**src/design/smm_pkg.sv**
```systemverilog
// Shared types and constants for the matrix multiply core.
// No dependencies; used by smm_mac.sv and strassen_matrix_multiply_core.sv.
package smm_pkg;

    localparam int unsigned DATA_W  = 32;
    localparam int unsigned IDX_W   = 3;
    localparam int unsigned ADDR_W  = 6;
    localparam int unsigned DEPTH   = 64;
    localparam int unsigned COUNT_W = 7;

    typedef enum logic [2:0] {
        ST_LOAD,
        ST_READ,
        ST_MUL,
        ST_ACC,
        ST_OUT
    } state_t;

    typedef struct packed {
        logic mul_en;
        logic acc_en;
        logic acc_first;
    } mac_ctrl_t;

endpackage

```
**src/design/smm_mac.sv**
```systemverilog
// Shared multiply-accumulate unit: registered 32x32 product, then accumulate.
// Depends on smm_pkg.
module smm_mac (
    input  logic                                aclk,
    input  smm_pkg::mac_ctrl_t                  ctrl,
    input  logic [smm_pkg::DATA_W-1:0]          op_a,
    input  logic [smm_pkg::DATA_W-1:0]          op_b,
    output logic [smm_pkg::DATA_W-1:0]          sum
);
    logic [smm_pkg::DATA_W-1:0] prod_reg;
    logic [smm_pkg::DATA_W-1:0] acc_reg;
    logic [2*smm_pkg::DATA_W-1:0] prod_full;

    assign prod_full = op_a * op_b;
    // Start a fresh sum on the first term of each dot product.
    assign sum = (ctrl.acc_first ? '0 : acc_reg) + prod_reg;

    always_ff @(posedge aclk) begin
        if (ctrl.mul_en) begin
            prod_reg <= prod_full[smm_pkg::DATA_W-1:0];
        end
        if (ctrl.acc_en) begin
            acc_reg <= sum;
        end
    end
endmodule

```
**config.mk**
```make
export PLATFORM = sky130hd
export DESIGN_NAME = smm_mac
export DESIGN_NICKNAME = d
export VERILOG_FILES = /design/src/design/smm_pkg.sv /design/src/design/smm_mac.sv
export SDC_FILE = /design/constraint.sdc
export NUM_CORES = 1
export LEC_CHECK = 0
export ABC_CLOCK_PERIOD_IN_PS = 7900
export BUFFER_PORTS_ARGS = -buffer_cell sky130_fd_sc_hd__buf_2
export CORE_MARGIN = 10
export CORE_UTILIZATION = 40
export DETAILED_ROUTE_END_ITERATION = 12
export GPL_TIMING_DRIVEN = 0
export SYNTH_ARGS = -nofsm -noshare
export SYNTH_HDL_FRONTEND = slang
export SYNTH_SLANG_ARGS = --single-unit
```
**constraint.sdc**
```tcl
create_clock -name aclk -period 7.9 [get_ports aclk]
set_input_delay 0.79 -clock aclk [delete_from_list [all_inputs] [get_ports aclk]]
set_output_delay 0.79 -clock aclk [all_outputs]
set_load 0.005 [all_outputs]
```
## Word-level counts from Yosys, hierarchy flattened

Cells that the tools add are included.

- Flip-flop bits (word level): 64
- Bits of input ports: 68
- Logic and storage cells: 5

- Multiply operators: 1
- Muxes and demuxes: 1
- Add/subtract/negate cells: 1

Operators by type and width:

| kind | count |
|---|---|
| 32-bit adder | 1 |
| 32-bit by 32-bit multiplier with 32-bit output | 1 |
| 32-bit two-way mux | 1 |

## Logic depth before layout (Yosys ltp)

Gate-level depths: netlist of the first run.

- Word-level depth: 2
- Gate-level depth with buffers: 27
- Depth with buffers taken out: 25

## Worst setup path after synthesis of the first run

Ideal clock, no wire load.

- Path type: input to register
- From: input port op_a[12] (netlist bit)
- To: register prod_reg[31] (netlist bit), data pin
- Required time: 7.640 ns
- Arrival: 7.110 ns
- Stages: 26
- Setup slack: 0.530 ns
- Library setup time: 0.260 ns
- Cells stage by stage: clkbuf_1 -> clkbuf_1 -> nand2_1 -> fa_1 -> inv_1 -> fa_1 -> inv_1 -> fa_1 -> fa_1 -> inv_1 -> fa_1 -> inv_1 -> fa_1 -> inv_1 -> fa_1 -> fa_1 -> ha_1 -> a21o_1 -> a21o_1 -> a21oi_1 -> o21bai_1 -> a21oi_1 -> o21bai_1 -> a221o_1 -> o31a_1 -> xnor2_1

- Longest elaborated chain between the ends: 1

Ends and longest elaborated chain:

| element | line | source |
|---|---|---|
| start: declaration | smm_mac.sv:6 | `input logic [smm_pkg::DATA_W-1:0] op_a,` |
| 32-bit by 32-bit multiplier with 32-bit output | smm_mac.sv:14 | `assign prod_full = op_a * op_b;` |
| named net prod_full, one bit | smm_mac.sv:12 | `logic [2*smm_pkg::DATA_W-1:0] prod_full;` |
| end signal: assignment | smm_mac.sv:20 | `prod_reg <= prod_full[smm_pkg::DATA_W-1:0];` |
| end: declaration | smm_mac.sv:10 | `logic [smm_pkg::DATA_W-1:0] prod_reg;` |

The timed path passes the listed nets, and every way through them passes these cells.
A chain may end at the register's enable or synchronous reset.

## Final worst setup path of the first run

- From: input port op_b[4] (netlist bit)
- To: register prod_reg[31] (netlist bit), data pin

- Longest elaborated chain between the ends: 1

Ends and longest elaborated chain:

| element | line | source |
|---|---|---|
| start: declaration | smm_mac.sv:7 | `input logic [smm_pkg::DATA_W-1:0] op_b,` |
| 32-bit by 32-bit multiplier with 32-bit output | smm_mac.sv:14 |  |
| named net prod_full, one bit | smm_mac.sv:12 |  |

The timed path passes the listed nets, and every way through them passes these cells.

==> summary.txt, run 1 <==
Outcome
  • Outcome: finished clean

Clock tree
  • Reg clk slew, reported paths: 0.05 ns
  • H-tree lvl count: 3
  • Post-CTS setup buffers: 0
  • Root Buffer: clkbuf_16
  • Cts bufs inserted: 9
  • Sinks on Clock Net: 64
  • CTS tree: done
  • Clk buf depth: 2
  • Worst skew pair latency: ~0.34 ns
  • Hold bufs inserted after CTS: 0

Critical path
  • Crit path capture type: flip-flop
  • Worst reg2reg path startpoint: acc_reg[0]$_DFFE_PP_
  • Worst reg2reg path depth: 13
  • Worst reg-to-reg setup slack: approximately 4.6 ns
  • Crit Path Max Fanout: 10
  • Crit Path Class: primary input to flip-flop
  • Worst Setup Start Kind: primary input
  • WP data required: roughly 8.0 ns
  • RR Endpoint: acc_reg[30]$_DFFE_PP_
  • Worst EP arrival: 7.78 ns
  • Worst setup path startpoint: op_b[4]

GRT
  • Global routing usage summed across all routing layers: between 20% and 30%
  • Global Route met1 Usage: ~26%
  • Gr busiest metal: met2
  • Largest net degree at the start of global routing: 33
  • Initial antenna violation count: 2
  • Met2 usage in global routing: a little under two fifths
  • First-pass GRT wire length: 93000 µm
  • Met3 Usage GRT: under 10%
  • Vias in the first global route: approximately 16000
  • Overflow after GRT: 0

Synthesis
  • Yosys cell types: 54
  • Synth top area share: a little over two fifths
  • Synthesized cell area: a little under 20000 µm²
  • Cell count after synthesis: around 2000
  • Seq/Total Area, Yosys: ~10%
  • Area contributors post-synth: fa_1, ha_1, edfxtp_1
  • Asr flop ratio synth: 0%
  • Leading area contributor after synthesis: fa_1
  • Yosys Warn Count: 0
  • Count of state elements after synthesis: 64
  • Post-synth EDFFs: 64
  • Post-Synthesis Mean Instance Area: between 9 and 10 µm²
  • Syn_nets: approximately 2700
  • Synth Flop Type: edfxtp_1

Hold path
  • Hold Path Sink: acc_reg[0]$_DFFE_PP_
  • Hold Path Origin: prod_reg[0]$_DFFE_PP_
  • Hold Path Cell Cnt: 1
  • Worst hold path type: flip-flop to flip-flop

Final layout
  • Share of layout cells above drive strength 1: under 10%
  • Reg area: about 1900 µm²
  • Fillers: 4767
  • Area growth syn-to-layout: 8.22%
  • Final Util: a little over two fifths
  • Multi-input logic area: 15500 µm²
  • Final #Nets: 2758
  • Commonest non-fill, non-tap cell in the layout: fa_1
  • Most frequent cells in the layout: fa_1, inv_1, and2_1

Routing
  • Via count: approximately 14000
  • DRT antenna net count: 0
  • Pre-Repair DR Iteration Count: 5
  • Wire per inst: 21.7 µm
  • Residual DRC count: 0
  • DRT iter0 DRCs: 897
  • WL final: 59700 µm
  • Vias per std cell: ~5.2

Floorplan
  • Die area: approximately 57000 µm²
  • Initial core utilization: 40.4%
  • Chip width: ~240 µm
  • FP Rows: 80
  • Core area: around 48000 µm²
  • I/O Pins: 100
  • Die H: 239 µm

Timing
  • Worst slew margin relative to its limit: between 30% and 40%
  • Post-route clock period utilization: a little over nine tenths
  • Final hold violation count: 0
  • Post-layout min period: a little under 8 ns
  • Worst Max-Slew Pin Slew: about 0.95 ns
  • Clock Skew: about 0.0063 ns
  • Fin. max-slew vios: 0
  • Setup violations, final: 0
  • RSZ-0062 raised after global routing: no
  • Achievable frequency: 129 MHz

Placed design
  • Gpl congestion: roughly 0.97
  • I/O Buffers: between 90 and 100
  • HPWL after detailed placement: 50300 µm

Flow run
  • Max_cap viols: 0
==> routing by layer <==
layer  wire, µm  share of wire, %  vias up
met5          0                 0        -
met2      29100                49      518
met1      23300                39     7261
met3       4510               7.6      124
li1           -                 -     6292
met4       2830               4.7        0
==> cell usage after synthesis (all sizes together), types with 2 or more instances <==
| master | count |
|---|---|
| fa | 409 |
| inv | 405 |
| and2 | 274 |
| nand2 | 273 |
| ha | 154 |
| clkbuf | 91 |
| xnor2 | 90 |
| edfxtp | 64 |
| a21oi | 37 |
| nor2b | 36 |
| o21ai | 27 |
| xor2 | 26 |
| nor2 | 25 |
| a21o | 19 |
| nand2b | 14 |
| o21bai | 11 |
| a31oi | 8 |
| and3 | 8 |
| a211o | 6 |
| nor3 | 6 |
| o21a | 6 |
| a211oi | 5 |
| nand3 | 4 |
| nand4 | 4 |
| a311o | 3 |
| and4 | 3 |
| o22ai | 3 |
| or3 | 3 |
| a41oi | 2 |
| o2111ai | 2 |
| o211ai | 2 |
| o31a | 2 |
==> metrics by stage <==
stage	hold WS [ns]	area, µm²	setup slack, ns	setup TNS (ns)	instances
after floorplan	0.571	19300	0.530	0	2035
after global placement	0.564	20500	-1.01	-4.92	2741
after detailed placement	0.572	20500	-0.988	-5.57	2741
after CTS	0.586	20800	0.00349	0	2752
after global routing	0.602	20900	0.00287	0	2749
final	0.576	20900	0.176	0	2749
==> cells by family after synthesis <==
logic type	share of synthesized area, %
XOR/XNOR	5.27
AND/OR/NAND/NOR	17.4
buffers and inverters	9.70
adder cells (fa/ha/maj)	52.5
flip-flops	9.97
AO/OA/AOI/OAI	5.19
==> critical path: stages <==
cell      delay (ns)
clkbuf_2        0.23
clkbuf_4        0.29
and2_1          0.18
fa_1            0.48
inv_1           0.05
fa_1            0.53
fa_1            0.49
fa_1            0.55
inv_1           0.05
fa_1            0.49
inv_1           0.05
fa_1            0.52
inv_1           0.05
fa_1            0.49
fa_1            0.42
ha_1            0.37
and4_1          0.32
nand4_1         0.13
o21ai_1         0.09
a211o_1         0.38
a221o_1         0.40
o31a_1          0.27
xnor2_1         0.16
==> repair_timing <==
action / CTS / global route
pin swaps: 0 / 0
resized for setup: 22 / 85
endpoints found under the setup margin: 8 / 7
endpoints found under the hold margin: 0 / 0
==> final cells by class <==
cell class / count / area share [%]
multi-input cells: 1473 / 74.3
flip-flops and latches: 64 / 9.22
inverters: 406 / 7.31
well taps: 615 / 3.69
repair buffers: 91 / 2.20
plain buffers: 82 / 1.88
clock buffers: 10 / 1.10
clock inverters: 6 / 0.288
diodes: 2 / 0.0240
==> worst max-delay path by stage <==
stage | end | cells past startpoint
after floorplan | prod_reg[31]$_DFFE_PP_ | 26
after global placement | prod_reg[31]$_DFFE_PP_ | 25
after detailed placement | prod_reg[31]$_DFFE_PP_ | 25
after CTS | prod_reg[31]$_DFFE_PP_ | 22
after global routing | prod_reg[31]$_DFFE_PP_ | 24
final | prod_reg[31]$_DFFE_PP_ | 23
Power of run 1 is not shown: default switching activity piles up to over one toggle a cycle in this logic, so the estimate is an artifact.
==> run 2, diff against run 1 <==
--- a/config.mk
+++ b/config.mk
@@ -5,11 +5,10 @@
 export SDC_FILE = /design/constraint.sdc
 export NUM_CORES = 1
 export LEC_CHECK = 0
-export ABC_CLOCK_PERIOD_IN_PS = 7900
-export BUFFER_PORTS_ARGS = -buffer_cell sky130_fd_sc_hd__buf_2
-export CORE_MARGIN = 10
+export ABC_CLOCK_PERIOD_IN_PS = 7660
 export CORE_UTILIZATION = 40
 export DETAILED_ROUTE_END_ITERATION = 12
+export DONT_BUFFER_PORTS = 1
 export GPL_TIMING_DRIVEN = 0
 export SYNTH_ARGS = -nofsm -noshare
 export SYNTH_HDL_FRONTEND = slang
==> constraint.sdc (replaced) <==
create_clock -name aclk -period 7.66 [get_ports aclk]
set_input_delay 0.766 -clock aclk [delete_from_list [all_inputs] [get_ports aclk]]
set_output_delay 0.766 -clock aclk [all_outputs]
set_load 0.005 [all_outputs]
==> run 2 against run 1 <==
Design area down 1.6%. Flip-flop and latch count unchanged. Die area fell by 14%. Global-route usage is 3.1 points higher. Utilization is 0.70 points lower. Hold slack got worse by 0.042 ns. Clock skew is 0.0020 ns higher. Routed wire length fell by 2.3%. Critical path depth did not move. Worst setup slack got worse by 0.0066 ns. First-iteration DRC count grew 2.1%. Non-clock buffer count fell by 79. Highest routed layer unchanged.
==> summary.txt, run 2 (same netlist as run 1, synthesis figures left out) <==
GRT
  • Initial antenna violation count: 1 (-1)
  • Overflow after GRT: 0 (unchanged)
  • First-pass GRT wire length: 90700 µm (-2.5%)
  • Global routing usage summed across all routing layers: 24.7% (+3.1 points)
  • Largest net degree at the start of global routing: 33 (unchanged)
  • Vias in the first global route: 15200 (-4.1%)

Floorplan
  • Die area: 49100 µm² (-14%)
  • Die H: 221 µm (-7.5%)
  • Chip width: 221 µm (-7.5%)
  • Initial core utilization: 40.4% (unchanged)
  • I/O Pins: 100 (unchanged)
  • FP Rows: 80 (unchanged)
  • Core area: 47600 µm² (unchanged)

Timing
  • Clock Skew: 0.00832 ns (+0.00197 ns)
  • Worst slew margin relative to its limit: 48.1% (+11 points)
  • Achievable frequency: 134 MHz
  • Post-route clock period utilization: between 90% and 100%
  • Fin. max-slew vios: 0 (unchanged)
  • Worst Max-Slew Pin Slew: 0.778 ns (-0.171 ns)
  • Setup TNS: 0 ns (unchanged)
  • Final hold violation count: 0 (unchanged)
  • Post-layout min period: 7.49 ns
  • Setup violations, final: 0 (unchanged)
  • Worst setup margin: 0.170 ns (-0.00655 ns)

Clock tree
  • Hold bufs inserted after CTS: 0 (unchanged)
  • CTS tree: done
  • Sinks on Clock Net: 64 (unchanged)
  • Reg clk slew, reported paths: 0.06 ns (about the same)
  • Root Buffer: clkbuf_16
  • Clk buf depth: 2 (unchanged)
  • H-tree lvl count: 3 (unchanged)
  • Worst skew pair latency: 0.34 ns (about the same)
  • Cts bufs inserted: 9 (unchanged)

Outcome
  • Outcome: finished clean

Critical path
  • Crit path capture type: flip-flop
  • Worst Setup Start Kind: primary input
  • Critical-path cell list: clkbuf_4 > clkbuf_8 > and2_1 > fa_1 > inv_1 > fa_1 > fa_1 > fa_1 > inv_1 > fa_1 > inv_1 > fa_1 > inv_1 > fa_1 > fa_1 > ha_2 > and4_2 > nand4_1 > o21ai_1 > a211o_1 > a221o_1 > o31a_1 > xnor2_2
  • Most frequent CP cell: fa_1
  • CP max-delay cell: fa_1
  • Crit Path Class: primary input to flip-flop
  • WP data required: 7.73 ns (-0.23 ns)
  • Crit Path Max Fanout: 10 (unchanged)
  • Worst EP arrival: 7.56 ns (-0.22 ns)
  • Worst path max stage delay: 0.55 ns (about the same)

Routing
  • WL final: 58300 µm (-2.3%)
  • Residual DRC count: 0 (unchanged)
  • DRT iter0 DRCs: 916 (+2.1%)
  • Pre-Repair DR Iteration Count: 5 (unchanged)
  • DRT antenna net count: 0 (unchanged)
  • Wire per inst: 21.9 µm (+0.65%)
  • Via count: 13800 (-2.7%)
  • Vias per std cell: 5.18 (+0.27%)

Final layout
  • Share of layout cells above drive strength 1: 4.53% (-3.6 points)
  • Area growth syn-to-layout: 6.50%
  • Final #Nets: 2679 (-2.9%)
  • Most frequent cells in the layout: fa_1, inv_1, and2_1
  • Commonest non-fill, non-tap cell in the layout: fa_1
  • Diode count: 0 (-2)

Placed design
  • Pre-CTS WS: -1.09 ns (-0.105 ns)
  • Gpl congestion: 0.972 (+0.52%)
  • HPWL after detailed placement: 48900 µm (-2.9%)
  • I/O Buffers: 0 (-100%)

Flow run
  • Max_cap viols: 0 (unchanged)

Hold path
  • Worst hold path type: primary input to flip-flop
-- run 2: changes by cell type in the layout (fill, tap and decap cells not counted), sizes merged --
cell      delta
clkbuf       +4
diode        -2
buf         -84
clkinvlp     +1
inv          +1
clkinv       -1
-- run 2: critical path: cells and delay by family --
family,cells,cell delay (ns)
XOR/XNOR,1,0.15
AO/OA/AOI/OAI,4,1.07
AND/OR/NAND/NOR,3,0.58
adder cells (fa/ha/maj),9,4.34
buffers and inverters,6,0.65
-- run 2: routing by layer --
layer	vias up	global-route usage [%]	routed length [µm]
li1	6130	-	-
met1	7043	31.6	23400
met2	528	41.0	27500
met3	113	4.75	4810
met4	0	10.7	2560
met5	-	0	0
-- run 2: final cells by class --
cell class / count / area [µm²]
Inverter: 406 / 1520
Fill cell: 4667 / 27100
Multi-Input combinational cell: 1473 / 15500
Buffer: 92 / 485
Timing Repair Buffer: 2 / 15.0
Tap cell: 615 / 769
Clock buffer: 9 / 225
Sequential cell: 64 / 1920
Clock inverter: 7 / 71.3
-- run 2: per-stage QoR --
| stage | instance area, µm² | hold WS (ns) | cells | util (%) |
|---|---|---|---|---|
| 6_report | 20500 | 0.534 | 2668 | 43.1 |
| 5_1_grt | 20500 | 0.523 | 2668 | 43.1 |
| 4_1_cts | 20400 | 0.530 | 2666 | 42.8 |
| 3_5_place_dp | 20000 | 0.633 | 2650 | 42.1 |
| 3_3_place_gp | 20000 | 0.630 | 2650 | 42.1 |
| 2_1_floorplan | 19300 | 0.571 | 2035 | - |
-- run 2: path summary, 6_finish.rpt --
| check | from | end | slack, ns | cells past startpoint |
|---|---|---|---|---|
| worst max-delay path | op_b[4] | prod_reg[31]$_DFFE_PP_ | 0.17 | 23 |
| worst min register to register | prod_reg[0]$_DFFE_PP_ | acc_reg[0]$_DFFE_PP_ | 0.65 | 1 |
| worst min-delay path | ctrl[1] | acc_reg[5]$_DFFE_PP_ | 0.53 | 0 |
| worst max register to register | acc_reg[0]$_DFFE_PP_ | acc_reg[30]$_DFFE_PP_ | 4.19 | 13 |
-- run 2: timing repair --
| action | CTS | global route |
|---|---|---|
| setup endpoints to repair | 10 | 7 |
| setup buffers | 0 | 2 |
| resized for setup | 34 | 98 |
| pin swaps | 0 | 3 |
Power of run 2 is left out for the same reason.
==> run 3, diff against run 2 <==
--- a/config.mk
+++ b/config.mk
@@ -5,8 +5,10 @@
 export SDC_FILE = /design/constraint.sdc
 export NUM_CORES = 1
 export LEC_CHECK = 0
-export ABC_CLOCK_PERIOD_IN_PS = 7660
+export ABC_CLOCK_PERIOD_IN_PS = 7400
+export CAP_MARGIN = 40
 export CORE_UTILIZATION = 40
+export CTS_CLUSTER_SIZE = 8
 export DETAILED_ROUTE_END_ITERATION = 12
 export DONT_BUFFER_PORTS = 1
 export GPL_TIMING_DRIVEN = 0
==> constraint.sdc (replaced) <==
create_clock -name aclk -period 7.4 [get_ports aclk]
set_input_delay 0.74 -clock aclk [delete_from_list [all_inputs] [get_ports aclk]]
set_output_delay 0.74 -clock aclk [all_outputs]
set_load 0.005 [all_outputs]
==> run 3 against run 2 <==
Count of clock-buffer cells in the layout stayed put. Largest cell class unchanged. Global-route usage hardly changed. Hold slack worse by 0.026 ns. Register-to-register slack worse by 0.27 ns. Worst setup slack better by 0.019 ns. Cell count is 0.19% higher. Non-clock buffer count is 5 higher. Routed wire length is 0.67% higher. Critical path depth is 1 lower. Critical endpoint unchanged. Via count is 0.88% higher. Design area is 1.1% higher. Die area stayed put.
==> summary.txt, run 3 (same netlist as run 1, synthesis figures left out) <==
Critical path
  • Worst reg2reg path depth: 13 (unchanged)
  • CP max-delay cell: fa_1
  • Crit Path Class: primary input to flip-flop
  • Worst reg-to-reg setup slack: 3.92 ns (-0.27 ns)
  • WP data required: 7.47 ns (-0.26 ns)
  • Crit path capture type: flip-flop
  • Most frequent CP cell: fa_1
  • Worst path max stage delay: 0.58 ns (+0.03 ns)
  • Worst EP arrival: 7.28 ns (-0.28 ns)
  • CP endpoint: prod_reg[31]$_DFFE_PP_
  • Crit Path Max Fanout: 10 (unchanged)
  • RR Endpoint: acc_reg[30]$_DFFE_PP_
  • Worst setup path startpoint: op_b[9]
  • Worst reg2reg path startpoint: acc_reg[0]$_DFFE_PP_
  • Critical-path cell list: clkbuf_2 > and2_1 > fa_1 > fa_1 > fa_1 > inv_1 > fa_1 > inv_1 > fa_1 > fa_1 > fa_1 > fa_1 > ha_4 > a21o_1 > a21o_1 > a21oi_2 > o21bai_1 > a21oi_2 > o21bai_1 > a221o_1 > o31a_1 > xnor2_2
  • Worst Setup Start Kind: primary input

Placed design
  • HPWL after detailed placement: 48900 µm (unchanged)
  • Post-DP Area: 20000 µm² (unchanged)
  • Pre-CTS WS: -1.33 ns (-0.234 ns)
  • Gpl congestion: 0.972 (unchanged)
  • I/O Buffers: 0 (unchanged)

Routing
  • Wire per inst: 22.0 µm (+0.48%)
  • Via count: 13900 (+0.88%)
  • Vias per std cell: 5.21 (+0.69%)
  • DRT iter0 DRCs: 920 (+0.44%)
  • Pre-Repair DR Iteration Count: 5 (unchanged)
  • DRT antenna net count: 0 (unchanged)
  • WL final: 58700 µm (+0.67%)
  • Residual DRC count: 0 (unchanged)

Final layout
  • Reg area: 1920 µm² (unchanged)
  • Design area: 20800 µm² (+1.1%)
  • Diode count: 0 (unchanged)
  • Fillers: 4629 (-0.81%)
  • Area growth syn-to-layout: 7.69%
  • Final #Nets: 2684 (+0.19%)
  • Most frequent cells in the layout: inv_1, fa_1, and2_1
  • Multi-input logic area: 15600 µm² (+0.38%)
  • Share of layout cells above drive strength 1: 5.93% (+1.4 points)

Timing
  • Achievable frequency: 139 MHz
  • Final hold violation count: 0 (unchanged)
  • Post-route clock period utilization: a little over nine tenths
  • Post-layout min period: just over 7 ns
  • Setup violations, final: 0 (unchanged)
  • Fin. max-slew vios: 0 (unchanged)
  • Worst slew margin relative to its limit: 49.1% (+1.0 points)
  • Setup TNS: 0 ns (unchanged)
  • Worst setup margin: 0.189 ns (+0.0190 ns)
  • Clock Skew: 0.00815 ns (-0.000173 ns)
  • Worst Max-Slew Pin Slew: 0.763 ns (-0.0157 ns)

Clock tree
  • Reg clk slew, reported paths: 0.06 ns (about the same)
  • Cts bufs inserted: 9 (unchanged)
  • Clk buf depth: 2 (unchanged)
  • Hold bufs inserted after CTS: 0 (unchanged)
  • Sinks on Clock Net: 64 (unchanged)
  • H-tree lvl count: 3 (unchanged)
  • Root Buffer: clkbuf_16
  • Worst skew pair latency: 0.34 ns (about the same)
  • CTS tree: done

Floorplan
  • Core area: 47600 µm² (unchanged)
  • Die H: 221 µm (unchanged)
  • FP Rows: 80 (unchanged)
  • Chip width: 221 µm (unchanged)
  • I/O Pins: 100 (unchanged)
  • Die area: 49100 µm² (unchanged)
  • Initial core utilization: 40.4% (unchanged)

GRT
  • Global routing usage summed across all routing layers: 24.7% (about the same)
  • Vias in the first global route: 15100 (-0.26%)
  • First-pass GRT wire length: 90700 µm (about the same)
  • Overflow after GRT: 0 (unchanged)
  • Initial antenna violation count: 0 (-1)
  • Largest net degree at the start of global routing: 33 (unchanged)

Outcome
  • Outcome: finished clean

Flow run
  • Max_cap viols: 0 (unchanged)

Hold path
  • Worst hold path type: primary input to flip-flop
[run 3: cell count changes in the layout (fill, tap and decap cells not counted), sizes merged]
| cell | previous run | this run |
|---|---|---|
| clkbuf | 92 | 71 |
| buf | 11 | 37 |
[run 3: layout make-up]
type	count	share of cell area [%]
Timing Repair Buffer	7	0.253
Clock inverter	7	0.344
Multi-Input combinational cell	1473	75.0
Buffer	92	2.98
Inverter	406	7.34
Tap cell	615	3.71
Clock buffer	9	1.09
Sequential cell	64	9.26
[run 3: layer usage]
metal	share of wire, %	global-route usage (%)	routed length (µm)
met5	0	0	0
met4	4.0	9.63	2340
met3	8.3	4.75	4900
met2	48	41.3	28000
met1	40	31.7	23500
[run 3: worst max-delay path, delay by kind of cell]
family,cells,cell delay [ns]
AND/OR/NAND/NOR,1,0.27
buffers and inverters,3,0.36
AO/OA/AOI/OAI,8,1.53
XOR/XNOR,1,0.15
adder cells (fa/ha/maj),9,4.23
[run 3: repair_timing]
item	4_1_cts	5_1_grt
resized for setup	72	139
setup buffers	1	6
setup endpoints to repair	12	10
pin swaps	3	19
[run 3: worst min-delay path by stage]
stage          slack (ns)  cells after the start             startpoint                    to
3_3_place_gp         0.63                      1  prod_reg[0]$_DFFE_PP_  acc_reg[0]$_DFFE_PP_
6_report             0.51                      0                ctrl[1]  acc_reg[5]$_DFFE_PP_
3_5_place_dp         0.63                      1  prod_reg[0]$_DFFE_PP_  acc_reg[0]$_DFFE_PP_
4_1_cts              0.50                      0                ctrl[1]  acc_reg[0]$_DFFE_PP_
5_1_grt              0.50                      0                ctrl[1]  acc_reg[0]$_DFFE_PP_
2_1_floorplan        0.57                      1  prod_reg[0]$_DFFE_PP_  acc_reg[0]$_DFFE_PP_
[run 3: metrics by stage]
step	hold WS [ns]	std cells	utilization [%]
after CTS	0.504	2667	43.0
final	0.508	2673	43.6
after detailed placement	0.633	2650	42.1
after global placement	0.630	2650	42.1
after floorplan	0.571	2035	-
after global routing	0.497	2673	43.6
Power of run 3 is left out for the same reason.
